$ cat src/sv/sfcs_pkg.sv
`timescale 1ns / 1ps
// Shared types and constants for the SPI flash command sequencer.
package sfcs_pkg;

  // Request opcodes.
  localparam logic [2:0] OP_READ      = 3'd0;
  localparam logic [2:0] OP_PROGRAM   = 3'd1;
  localparam logic [2:0] OP_SECTOR    = 3'd2;
  localparam logic [2:0] OP_SUBSECTOR = 3'd3;
  localparam logic [2:0] OP_DIE       = 3'd4;
  localparam logic [2:0] OP_QUERY     = 3'd5;

  // SPI command bytes.
  localparam logic [7:0] CMD_NONE         = 8'h00;
  localparam logic [7:0] CMD_READ         = 8'h03;
  localparam logic [7:0] CMD_PROGRAM      = 8'h02;
  localparam logic [7:0] CMD_SECTOR_ERASE = 8'hD8;
  localparam logic [7:0] CMD_SUBSEC_ERASE = 8'h20;
  localparam logic [7:0] CMD_DIE_ERASE    = 8'hC4;
  localparam logic [7:0] CMD_WRITE_ENABLE = 8'h06;

  // Configuration register indexes.
  localparam logic [1:0] REG_PROGRAM_TIME = 2'd0;
  localparam logic [1:0] REG_SECTOR_ERASE = 2'd1;
  localparam logic [1:0] REG_SUBSEC_ERASE = 2'd2;
  localparam logic [1:0] REG_DIE_ERASE    = 2'd3;

  // Reset values of the duration registers.
  localparam logic [15:0] PROGRAM_TIME_RESET = 16'd5;
  localparam logic [15:0] SECTOR_ERASE_RESET = 16'd3000;
  localparam logic [15:0] SUBSEC_ERASE_RESET = 16'd800;
  localparam logic [19:0] DIE_ERASE_RESET    = 20'd480000;

  // Unit range limits.
  localparam logic [17:0] SECTOR_MAX = 18'd1023;
  localparam logic [17:0] SUBSEC_MAX = 18'd16383;
  localparam logic [17:0] DIE_MAX    = 18'd1;

  // Page program data length.
  localparam logic [26:0] PAGE_BYTES = 27'd256;

  // Stream word widths.
  localparam int IN_DATA_W  = 112;
  localparam int OUT_DATA_W = 96;
  localparam int OUT_USER_W = 2;
  localparam int CFG_DATA_W = 20;

  typedef struct packed {
    logic [2:0]  opcode;
    logic [25:0] byte_address;
    logic [26:0] byte_count;
    logic [17:0] unit_number;
    logic [31:0] now_ms;
  } request_t;

  typedef struct packed {
    logic [15:0] program_time_ms;
    logic [15:0] sector_erase_ms;
    logic [15:0] subsector_erase_ms;
    logic [19:0] die_erase_ms;
  } cfg_t;

  typedef struct packed {
    logic [7:0]  command_byte;
    logic [25:0] spi_address;
    logic [26:0] data_length;
    logic        data_is_read;
    logic        rejected;
    logic [31:0] time_left_ms;
    logic        last;
  } result_t;

  // One decoded request: one or two result words.
  typedef struct packed {
    result_t first;
    result_t second;
    logic    two;
  } pair_t;

endpackage

$ cat src/sv/sfcs_cfg_regs.sv
`timescale 1ns / 1ps
// Duration configuration registers of the SPI flash command sequencer.
module sfcs_cfg_regs
  import sfcs_pkg::*;
(
  input  logic                  clk,
  input  logic                  rst,
  input  logic                  cfg_valid,
  input  logic [1:0]            cfg_index,
  input  logic [CFG_DATA_W-1:0] cfg_data,
  output cfg_t                  cfg
);

  always_ff @(posedge clk) begin
    if (rst) begin
      cfg.program_time_ms    <= PROGRAM_TIME_RESET;
      cfg.sector_erase_ms    <= SECTOR_ERASE_RESET;
      cfg.subsector_erase_ms <= SUBSEC_ERASE_RESET;
      cfg.die_erase_ms       <= DIE_ERASE_RESET;
    end else if (cfg_valid) begin
      unique case (cfg_index)
        REG_PROGRAM_TIME: cfg.program_time_ms    <= cfg_data[15:0];
        REG_SECTOR_ERASE: cfg.sector_erase_ms    <= cfg_data[15:0];
        REG_SUBSEC_ERASE: cfg.subsector_erase_ms <= cfg_data[15:0];
        REG_DIE_ERASE:    cfg.die_erase_ms       <= cfg_data;
        default: ;
      endcase
    end
  end

endmodule

$ cat src/sv/sfcs_decode.sv
`timescale 1ns / 1ps
// Input register, request decode and completion time tracking.
module sfcs_decode
  import sfcs_pkg::*;
#(
  parameter logic [32:0] DIE_BYTES = 33'd33554432
) (
  input  logic                 clk,
  input  logic                 rst,
  input  logic                 s_tvalid,
  output logic                 s_tready,
  input  logic [IN_DATA_W-1:0] s_tdata,
  input  cfg_t                 cfg,
  input  logic                 take,
  output logic                 pair_valid,
  output pair_t                pair
);

  localparam logic [32:0] DIE_PLUS_ONE = DIE_BYTES + 33'd1;

  logic        req_valid;
  request_t    req;
  logic [31:0] completion_time;
  logic [31:0] completion_time_next;

  logic [27:0] read_end;
  logic [32:0] first_len;
  logic        split;
  logic        ok;
  logic        erase;
  logic [7:0]  erase_cmd;
  logic [25:0] erase_addr;
  logic [31:0] duration;
  logic [31:0] time_left;
  result_t     wr_en;
  result_t     main;

  assign s_tready   = !req_valid || take;
  assign pair_valid = req_valid;

  always_ff @(posedge clk) begin
    if (rst) begin
      req_valid <= 1'b0;
    end else if (s_tready) begin
      req_valid <= s_tvalid;
    end
  end

  always_ff @(posedge clk) begin
    if (s_tready && s_tvalid) begin
      req.opcode       <= s_tdata[2:0];
      req.byte_address <= s_tdata[28:3];
      req.byte_count   <= s_tdata[55:29];
      req.unit_number  <= s_tdata[73:56];
      req.now_ms       <= s_tdata[105:74];
    end
  end

  always_ff @(posedge clk) begin
    if (rst) begin
      completion_time <= '0;
    end else if (take) begin
      completion_time <= completion_time_next;
    end
  end

  // Read range check and die boundary split.
  assign read_end  = {2'b00, req.byte_address} + {1'b0, req.byte_count} - 28'd1;
  assign first_len = DIE_BYTES - {7'd0, req.byte_address};
  assign split     = ({7'd0, req.byte_address} < DIE_BYTES) &&
                     ({5'd0, read_end} >= DIE_BYTES);

  always_comb begin
    ok                   = 1'b1;
    erase                = 1'b0;
    erase_cmd            = CMD_NONE;
    erase_addr           = '0;
    duration             = '0;
    completion_time_next = completion_time;
    case (req.opcode)
      OP_READ: begin
        ok = (req.byte_count != 27'd0) && (read_end[27:26] == 2'b00);
        if (ok) completion_time_next = '0;
      end
      OP_PROGRAM: begin
        erase      = 1'b1;
        erase_cmd  = CMD_PROGRAM;
        erase_addr = {req.unit_number, 8'd0};
        duration   = {16'd0, cfg.program_time_ms};
      end
      OP_SECTOR: begin
        ok         = req.unit_number <= SECTOR_MAX;
        erase      = 1'b1;
        erase_cmd  = CMD_SECTOR_ERASE;
        erase_addr = {req.unit_number[9:0], 16'd0};
        duration   = {16'd0, cfg.sector_erase_ms};
      end
      OP_SUBSECTOR: begin
        ok         = req.unit_number <= SUBSEC_MAX;
        erase      = 1'b1;
        erase_cmd  = CMD_SUBSEC_ERASE;
        erase_addr = {req.unit_number[13:0], 12'd0};
        duration   = {16'd0, cfg.subsector_erase_ms};
      end
      OP_DIE: begin
        ok         = req.unit_number <= DIE_MAX;
        erase      = 1'b1;
        erase_cmd  = CMD_DIE_ERASE;
        erase_addr = req.unit_number[0] ? DIE_PLUS_ONE[25:0] : 26'd0;
        duration   = {12'd0, cfg.die_erase_ms};
      end
      OP_QUERY: ;
      default: ok = 1'b0;
    endcase
    if (ok && erase) completion_time_next = req.now_ms + duration;
  end

  // Remaining time is taken against the updated completion time.
  assign time_left = (completion_time_next > req.now_ms) ?
                     (completion_time_next - req.now_ms) : 32'd0;

  always_comb begin
    wr_en              = '0;
    wr_en.command_byte = CMD_WRITE_ENABLE;
    wr_en.time_left_ms = time_left;

    main              = '0;
    main.time_left_ms = time_left;
    main.last         = 1'b1;

    pair.two    = 1'b0;
    pair.first  = main;
    pair.second = main;

    if (!ok) begin
      pair.first.rejected = 1'b1;
    end else if (erase) begin
      pair.two                 = 1'b1;
      pair.first               = wr_en;
      pair.second.command_byte = erase_cmd;
      pair.second.spi_address  = erase_addr;
      if (req.opcode == OP_PROGRAM) pair.second.data_length = PAGE_BYTES;
    end else if (req.opcode == OP_READ) begin
      pair.first.command_byte = CMD_READ;
      pair.first.spi_address  = req.byte_address;
      pair.first.data_is_read = 1'b1;
      if (split) begin
        pair.two                 = 1'b1;
        pair.first.data_length   = first_len[26:0];
        pair.first.last          = 1'b0;
        pair.second.command_byte = CMD_READ;
        pair.second.spi_address  = DIE_BYTES[25:0];
        pair.second.data_length  = req.byte_count - first_len[26:0];
        pair.second.data_is_read = 1'b1;
      end else begin
        pair.first.data_length = req.byte_count;
      end
    end
  end

endmodule

$ cat src/sv/sfcs_emit.sv
`timescale 1ns / 1ps
// Result buffer that sends the one or two words of a request in order.
module sfcs_emit
  import sfcs_pkg::*;
(
  input  logic                  clk,
  input  logic                  rst,
  input  logic                  pair_valid,
  input  pair_t                 pair,
  output logic                  take,
  output logic                  m_tvalid,
  input  logic                  m_tready,
  output logic [OUT_DATA_W-1:0] m_tdata,
  output logic [OUT_USER_W-1:0] m_tuser,
  output logic                  m_tlast
);

  logic    buf_valid;
  logic    idx;
  pair_t   held;
  result_t word;
  logic    done_now;

  assign word     = idx ? held.second : held.first;
  assign done_now = buf_valid && m_tready && (idx || !held.two);
  assign take     = pair_valid && (!buf_valid || done_now);

  always_ff @(posedge clk) begin
    if (rst) begin
      buf_valid <= 1'b0;
      idx       <= 1'b0;
    end else if (take) begin
      buf_valid <= 1'b1;
      idx       <= 1'b0;
    end else if (done_now) begin
      buf_valid <= 1'b0;
      idx       <= 1'b0;
    end else if (buf_valid && m_tready) begin
      idx <= 1'b1;
    end
  end

  always_ff @(posedge clk) begin
    if (take) held <= pair;
  end

  assign m_tvalid = buf_valid;
  assign m_tdata  = {3'd0, word.time_left_ms, word.data_length,
                     word.spi_address, word.command_byte};
  assign m_tuser  = {word.rejected, word.data_is_read};
  assign m_tlast  = word.last;

endmodule

$ cat src/sv/spi_flash_command_sequencer_core.sv
`timescale 1ns / 1ps
// Top level of the SPI flash command sequencer.
//
// Each request word on the slave stream (read, page program, sector,
// subsector or die erase, time query) becomes one or two SPI transaction
// header words on the master stream. Program and erase requests send a
// write-enable word first; a read that crosses the die boundary is sent as
// two reads. Refused requests give a single word with the rejected flag set.
// The last header word of every request carries tlast.
// The configuration channel sets the estimated durations; write it only
// while no request is in flight. It is always ready.
// A request word passes through the input register and then the output
// buffer before its first header word is offered on the master side.
// Throughput: one header word per cycle while the receiver is ready, set by
// the single output buffer.
// A new request is taken while the previous request's words are still
// waiting, so back-to-back requests keep the output busy.
// When the receiver stalls, the current word holds steady and the input
// register fills, after which s_tready drops until words move again.
// Reset clears the completion time, the stage valid flags and restores
// the reset durations.
module spi_flash_command_sequencer_core
  import sfcs_pkg::*;
#(
  parameter logic [32:0] DIE_BYTES = 33'd33554432
) (
  input  logic                  clk,
  input  logic                  rst,
  input  logic                  s_tvalid,
  output logic                  s_tready,
  // opcode[2:0], byte_address[28:3], byte_count[55:29],
  // unit_number[73:56], now_ms[105:74], zero fill above
  input  logic [IN_DATA_W-1:0]  s_tdata,
  output logic                  m_tvalid,
  input  logic                  m_tready,
  // command_byte[7:0], spi_address[33:8], data_length[60:34],
  // time_left_ms[92:61], zero fill above
  output logic [OUT_DATA_W-1:0] m_tdata,
  // data_is_read[0], rejected[1]
  output logic [OUT_USER_W-1:0] m_tuser,
  output logic                  m_tlast,
  input  logic                  cfg_valid,
  output logic                  cfg_ready,
  input  logic [1:0]            cfg_index,
  input  logic [CFG_DATA_W-1:0] cfg_data
);

  cfg_t  cfg;
  pair_t pair;
  logic  pair_valid;
  logic  take;

  assign cfg_ready = 1'b1;

  sfcs_cfg_regs u_cfg (
    .clk       (clk),
    .rst       (rst),
    .cfg_valid (cfg_valid),
    .cfg_index (cfg_index),
    .cfg_data  (cfg_data),
    .cfg       (cfg)
  );

  sfcs_decode #(
    .DIE_BYTES (DIE_BYTES)
  ) u_decode (
    .clk        (clk),
    .rst        (rst),
    .s_tvalid   (s_tvalid),
    .s_tready   (s_tready),
    .s_tdata    (s_tdata),
    .cfg        (cfg),
    .take       (take),
    .pair_valid (pair_valid),
    .pair       (pair)
  );

  sfcs_emit u_emit (
    .clk        (clk),
    .rst        (rst),
    .pair_valid (pair_valid),
    .pair       (pair),
    .take       (take),
    .m_tvalid   (m_tvalid),
    .m_tready   (m_tready),
    .m_tdata    (m_tdata),
    .m_tuser    (m_tuser),
    .m_tlast    (m_tlast)
  );

endmodule

$ cat config.mk
export PLATFORM = sky130hd
export DESIGN_NAME = spi_flash_command_sequencer_core
export DESIGN_NICKNAME = d
export VERILOG_FILES = /design/src/sv/sfcs_pkg.sv /design/src/sv/sfcs_cfg_regs.sv /design/src/sv/sfcs_decode.sv /design/src/sv/sfcs_emit.sv /design/src/sv/spi_flash_command_sequencer_core.sv
export SDC_FILE = /design/constraint.sdc
export NUM_CORES = 1
export LEC_CHECK = 0
export ABC_AREA = 1
export BUFFER_PORTS_ARGS = -buffer_cell sky130_fd_sc_hd__buf_4
export CAP_MARGIN = 20
export CELL_PAD_IN_SITES_DETAIL_PLACEMENT = 0
export CELL_PAD_IN_SITES_GLOBAL_PLACEMENT = 2
export CORE_MARGIN = 3
export CORE_UTILIZATION = 35
export DETAILED_ROUTE_END_ITERATION = 10
export PLACE_DENSITY = 0.87
export SLEW_MARGIN = 0
export SYNTH_ARGS = -nofsm -noshare
export SYNTH_HDL_FRONTEND = slang
export SYNTH_SLANG_ARGS = --single-unit
$ cat constraint.sdc
create_clock -name clk -period 23.3 [get_ports clk]
set_input_delay 3.495 -clock clk [delete_from_list [all_inputs] [get_ports clk]]
set_output_delay 3.495 -clock clk [all_outputs]
set_load 0.03 [all_outputs]
==> impl_metrics.json, run 1 <==
{
  "num_io_pins": 241,
  "critPathLaunchType": "input port",
  "p_switching_uw": 549,
  "synthMuxAreaShare_pct": 0,
  "slowest_delay_ps": 340,
  "crit_buf_inv": 2,
  "cts_num_sinks": 353,
  "ys_seq_area_share_pct": 44.3,
  "drt_wl_total_um": 69300,
  "via_per_inst": 4.98,
  "fp.coreArea_um2": 60700,
  "syn-cell-area_um2": 21600,
  "dieArea_um2": 64700,
  "drt_iter0_drc": 1272,
  "register_area_um2": 9570,
  "clock.fmax_mhz": 123,
  "finalSetupTns_ps": 0,
  "cts_tree": "built",
  "antenna_found_initial": 0,
  "worstPathArrival_ps": 4660,
  "drc": 0,
  "syn_avg_cell_area_um2": 7.88,
  "drv_slew": 0,
  "critical_path_class": "in -> out",
  "die_w_um": 254,
  "clkSlewWorstSetupHoldPaths_ps": 60,
  "worstMarginPinSlew_ps": 1050,
  "nNetsFinal": 3196,
  "grt_pass1_wl_um": 105000,
  "post_dp_cell_area_um2": 23900,
  "synth_compound_area_share_pct": 9.64,
  "cp_max_fo": 4,
  "rrSetupSlack_ps": 16890,
  "async_flop_share_pct": 0,
  "setup_viol": 0,
  "synth_top_cells_by_count": "nand2_1 (723), inv_1 (338), nor2_1 (322)",
  "pwr-share-clk_pct": 39.3,
  "layout-drive-gt1-share_pct": 13.5,
  "maxSlewHeadroom_pct": 29.8,
  "ir_worst_vdd_mv": 0.0504,
  "cts_buffer_depth": 3,
  "worst_clock_skew_ps": 33.6,
  "yosys.area_share.xor_xnor_pct": 2.96,
  "grt_pass1_vias": 18047,
  "first_pass_iters": 5,
  "synth_top_family_by_area": "simple AND/OR/NAND/NOR gates",
  "grt_setup_unrepaired": "no",
  "cts-hold-fix-buffers": 0,
  "post-route-period-util_pct": 35.0,
  "crit_start": "m_tready",
  "r2r_cells": 29,
  "p_leak_nw": 11.5,
  "yosysUniqueCellTypes": 50,
  "drv_cap": 0,
  "reg2reg_from": "u_decode.req[102]$_DFFE_PP_",
  "core.rowCount": 90,
  "portBuffers": 230,
  "outcome": "complete, no violations",
  "syn-instance-count": 2740,
  "synth_simple_gate_area_share_pct": 26.2,
  "r2r_end": "u_emit.held[26]$_SDFFCE_PP0P_",
  "hpwl_um": 52800,
  "intPower_mw": 1.25,
  "start_util_pct": 35.6,
  "setup.worst_path.end": "s_tready",
  "syn_to_final_growth_pct": 17.7,
  "stdcell_area_um2": 25400,
  "powerDensity_nw_per_um2": 70.7,
  "p_seq_share_pct": 40.9,
  "synth_top_area_cell": "edfxtp_1",
  "post-cts-setup-buffer-count": 0,
  "synth_area_leaders": "edfxtp_1 (35%), nand2_1 (13%), dfxtp_1 (9.6%)",
  "n_fill_cell": 6173,
  "htree_levels": 2,
  "p_sw_share_pct": 30.6,
  "vias": 18608,
  "ys.warnings.count": 0,
  "dieHeight_um": 254,
  "ys_ff_latch": 353,
  "path_delay_family": "simple AND/OR/NAND/NOR gates",
  "cts_resized": 0,
  "path_cells": "buf_4, nand2_1, a21oi_1, nor2_1, nand2_1, buf_4",
  "clk_latency_ps": 600,
  "clockRootBuffer": "clkbuf_16",
  "endpoint_kind": "output pin",
  "critPathRequiredTime_ps": 19810,
  "grt_overflow": 0,
  "synth_top_area_share_pct": 34.8,
  "synth_top_flop_cell": "edfxtp_1",
  "combPwrFrac_pct": 19.8,
  "detail-route-antenna-nets": 0,
  "final_hold_viol_count": 0,
  "synth.most_common_cell": "nand2_1",
  "multi_input_area_um2": 10100,
  "hold_path.class": "reg -> reg",
  "gp_routability_congestion": 0.887,
  "synth_edf_count": 250,
  "crit_path_top_delay_cell": "nor2_1",
  "n_antenna_cell": 0,
  "crit_cells": 6,
  "numCtsBuffers": 44,
  "grt_usage_pct": 21.1,
  "synthAdderAreaFrac_pct": 7.97,
  "grt_max_degree": 147,
  "post_drt_wl_per_cell_um": 18.5,
  "fin_crit_ps": 8150
}
-- cell families after synthesis --
logic type / count (synthesis)
AOI/OAI and AO/OA: 366
xor gates and xnor gates: 73
DFF: 353
buffers and inverters: 460
adders and majority gates: 135
other: 2
and+or+nand+nor: 1351
-- worst reg2reg max path: cells and delay by family (launching register included) --
kind	cells	cell delay [ps]
buffers and inverters	4	840
adders and majority gates	4	1350
AOI/OAI and AO/OA	2	320
DFF	1	510
and+or+nand+nor	19	3210
-- cell type report --
type	instances	share of cell area, %
inverter	346	5.13
sequential	353	37.7
timing repair buffer	248	7.51
tap	782	3.85
multi-input combinational	1929	39.9
clock inverter	33	1.55
clock buffer	49	4.41
-- routing by layer --
layer  global-route usage (%)  wire, um  up-vias
met2                     35.8     32800      480
met1                     28.3     31600     8722
li1                         -         -     9324
met3                     2.78      3190       82
met5                        0         0        -
met4                     6.11      1740        0
-- worst min path at each step --
stage | startpoint | to | slack (ps) | depth (start not counted)
after global routing | u_decode.completion_time[19]$_SDFFE_PP0P_ | u_decode.completion_time[19]$_SDFFE_PP0P_ | 470 | 2
after floorplan | u_decode.completion_time[10]$_SDFFE_PP0P_ | u_decode.completion_time[10]$_SDFFE_PP0P_ | 430 | 2
after global placement | u_decode.completion_time[23]$_SDFFE_PP0P_ | u_decode.completion_time[23]$_SDFFE_PP0P_ | 440 | 2
after detailed placement | u_decode.completion_time[15]$_SDFFE_PP0P_ | u_decode.completion_time[15]$_SDFFE_PP0P_ | 440 | 2
after CTS | u_decode.completion_time[15]$_SDFFE_PP0P_ | u_decode.completion_time[15]$_SDFFE_PP0P_ | 450 | 2
final | u_cfg.cfg[0]$_SDFFE_PP0P_ | u_cfg.cfg[0]$_SDFFE_PP0P_ | 450 | 2
-- per-stage QoR --
stage / utilization, % / setup WS (ps) / hold slack, ps / power (mW) / instances
2_1_floorplan: - / 12260 / 426 / 0.980 / 2742
3_3_place_gp: 39.3 / 15140 / 436 / 1.10 / 3656
3_5_place_dp: 39.3 / 15140 / 439 / 1.10 / 3657
4_1_cts: 41.8 / 15130 / 453 / 1.81 / 3739
5_1_grt: 41.9 / 15080 / 468 / 1.88 / 3740
6_report: 41.9 / 15150 / 451 / 1.80 / 3740
-- sequential cells by signal, summed over array words and instances (netlist names) --
signal / count
u_cfg.cfg: 68
u_decode.completion_time: 32
u_decode.pair_valid: 1
u_decode.req: 106
u_emit.held: 144
u_emit.idx: 1
u_emit.m_tvalid: 1
-- layout by cell type (no fill, tap or decap), types with 5 or more instances in the layout --
master	count
nor4_1	10
clkbuf_1	5
nor2_1	318
nand4_1	34
dfxtp_1	102
nor3_1	21
nor3b_1	7
o21a_1	10
o21ai_0	121
bufinv_16	6
a21o_1	12
o211ai_1	25
clkinv_2	6
a21oi_1	151
inv_2	7
nand3_1	158
ha_1	131
xor2_1	58
clkbuf_16	44
nand2_1	723
o21bai_1	7
inv_1	337
clkinvlp_4	5
o2111ai_1	12
xnor2_1	15
buf_4	245
a31oi_1	11
o22ai_1	5
clkinv_1	9
edfxtp_1	250
or2_2	14
nor2_2	45
-- power groups by stage --
stage                     clock (mW)  sequential (mW)  combinational, mW
after floorplan                    0            0.741              0.239
after global placement             0            0.747              0.354
after detailed placement           0            0.748              0.355
after CTS                      0.722            0.735              0.357
after global routing           0.748            0.738              0.397
final                          0.706            0.735              0.357
Note: power is estimated with default switching activity, not from simulation.
==> run 2, diff against run 1 <==
==> constraint.sdc (replaced) <==
create_clock -name clk -period 8.4 [get_ports clk]
set_input_delay 1.26 -clock clk [delete_from_list [all_inputs] [get_ports clk]]
set_output_delay 1.26 -clock clk [all_outputs]
set_load 0.03 [all_outputs]
==> impl_metrics.json, run 2 (synthesis gave the netlist of run 1 again) <==
{
  "outcome": "complete, no violations",
  "dieArea_um2": 64700,
  "stdcell_area_um2": 25300,
  "endpoint_kind": "register",
  "setup_ws_ps": 2100,
  "post-cts-setup-buffer-count": 0,
  "drt_wl_total_um": 68800,
  "cts_tree": "built",
  "cts_resized": 0,
  "core.rowCount": 90,
  "regMostFlops": "u_emit.held",
  "drt_iter0_drc": 1265,
  "nNetsFinal": 3194,
  "wl_met2_um": 32000,
  "power_mw": 4.90,
  "cts_num_sinks": 353,
  "n_antenna_cell": 0,
  "grt_overflow": 0,
  "drv_slew": 0,
  "route.met3.wl_um": 3460,
  "p_leak_nw": 11.4,
  "grt_max_degree": 147,
  "final_common_cell": "nand2_1",
  "post-route-period-util_pct": 75.0,
  "cts_buffer_depth": 3,
  "critPathRequiredTime_ps": 8700,
  "mostFrequentLayoutCells": "nand2_1 (723), inv_1 (336), nor2_1 (318), edfxtp_1 (250), buf_4 (245)",
  "crit_cells": 28,
  "worstPathArrival_ps": 6610,
  "numCtsBuffers": 43,
  "htree_levels": 2,
  "worst_clock_skew_ps": 26.1,
  "cp_max_fo": 34,
  "grt_pass1_wl_um": 104000,
  "vias": 18434,
  "dieHeight_um": 254,
  "post_dp_cell_area_um2": 23800,
  "powerDensity_nw_per_um2": 194,
  "drc": 0,
  "finalSetupTns_ps": 0,
  "start_util_pct": 35.6,
  "setup_viol": 0,
  "gp_routability_congestion": 0.906,
  "clock.fmax_mhz": 159,
  "clkSlewWorstSetupHoldPaths_ps": 60,
  "fin_crit_ps": 6300,
  "crit_path_top_delay_cell": "nand2_1",
  "syn_to_final_growth_pct": 17.2,
  "largest_reg_flops": 144,
  "final_hold_viol_count": 0,
  "worstMarginPinSlew_ps": 1060,
  "num_io_pins": 241,
  "grt_usage_pct": 21.0,
  "drv_cap": 0,
  "hold_path.class": "reg -> reg",
  "antenna_found_initial": 0,
  "first_pass_iters": 5,
  "critical_path_class": "reg -> reg",
  "slowest_delay_ps": 740,
  "path_delay_family": "simple AND/OR/NAND/NOR gates",
  "post-route-util_pct": 41.7,
  "maxUsedRoutingLayer": "met4",
  "portBuffers": 230,
  "via_per_inst": 4.94,
  "crit_path_frequent_cell": "nand2_1",
  "layout-drive-gt1-share_pct": 13.3,
  "clk_latency_ps": 590,
  "fp.coreArea_um2": 60700,
  "grt_setup_unrepaired": "no",
  "critPathLaunchType": "register",
  "grt_pass1_vias": 17803,
  "ir_worst_vdd_mv": 0.135,
  "clockRootBuffer": "clkbuf_16",
  "cts-hold-fix-buffers": 0,
  "post-place-ws_ps": 1830,
  "detail-route-antenna-nets": 0,
  "reg_top3": "u_emit.held: 144 flops, u_decode.req: 106 flops, u_cfg.cfg: 68 flops",
  "worstHoldPathCells": 2,
  "die_w_um": 254,
  "hpwl_um": 52500,
  "post_drt_wl_per_cell_um": 18.4,
  "crit_buf_inv": 4,
  "r2r_cells": 28,
  "wl_met1_um": 31200,
  "maxSlewHeadroom_pct": 29.3
}
==> run 2: changes by cell type in the layout (fill, tap and decap cells not counted), moves of 2 or more <==
cell        before  now
clkbuf_1         5   11
clkinv_1         9    5
clkinvlp_4       5    2
clkinv_4         3    1
==> run 2: power by group <==
| group | switching [mW] | internal, mW | total, mW |
|---|---|---|---|
| combinational | 0.660 | 0.324 | 0.984 |
| clock | 0.765 | 1.11 | 1.88 |
| sequential | 0.0631 | 1.98 | 2.04 |
| total | 1.49 | 3.41 | 4.90 |
==> run 2: tightest hold or removal path, cell delays in order, from the launching register on <==
cell and delay (ps):
dfxtp_1 310, nand2_1 60, nand2_1 40
==> run 2: metal layers <==
metal | global-route usage, % | vias to the layer above
met1 | 28.1 | 8595
li1 | - | 9321
met2 | 34.7 | 428
met3 | 3.40 | 90
met5 | 0 | -
met4 | 7.04 | 0
==> run 2: worst paths after layout <==
path,start,slack [ps],end
setup / recovery,u_decode.req[102]$_DFFE_PP_,2100,u_emit.held[23]$_SDFFCE_PP0P_
hold / removal,u_decode.completion_time[28]$_SDFFE_PP0P_,450,u_decode.completion_time[28]$_SDFFE_PP0P_
setup reg to reg,u_decode.req[102]$_DFFE_PP_,2100,u_emit.held[23]$_SDFFCE_PP0P_
hold reg to reg,u_decode.completion_time[28]$_SDFFE_PP0P_,450,u_decode.completion_time[28]$_SDFFE_PP0P_
==> run 2: final cells by class <==
cell class	instances	area, um2
fillers	6135	35400
inverters	346	1300
well taps	782	978
repair buffers	247	1890
flip-flops and latches	353	9570
clock inverters	22	279
multi-input cells	1929	10100
clock buffers	55	1130
==> run 2: stage by stage <==
step / hold WS [ps] / instances
6_report: 449 / 3734
5_1_grt: 464 / 3734
4_1_cts: 453 / 3733
3_5_place_dp: 439 / 3656
3_3_place_gp: 436 / 3656
2_1_floorplan: 426 / 2742
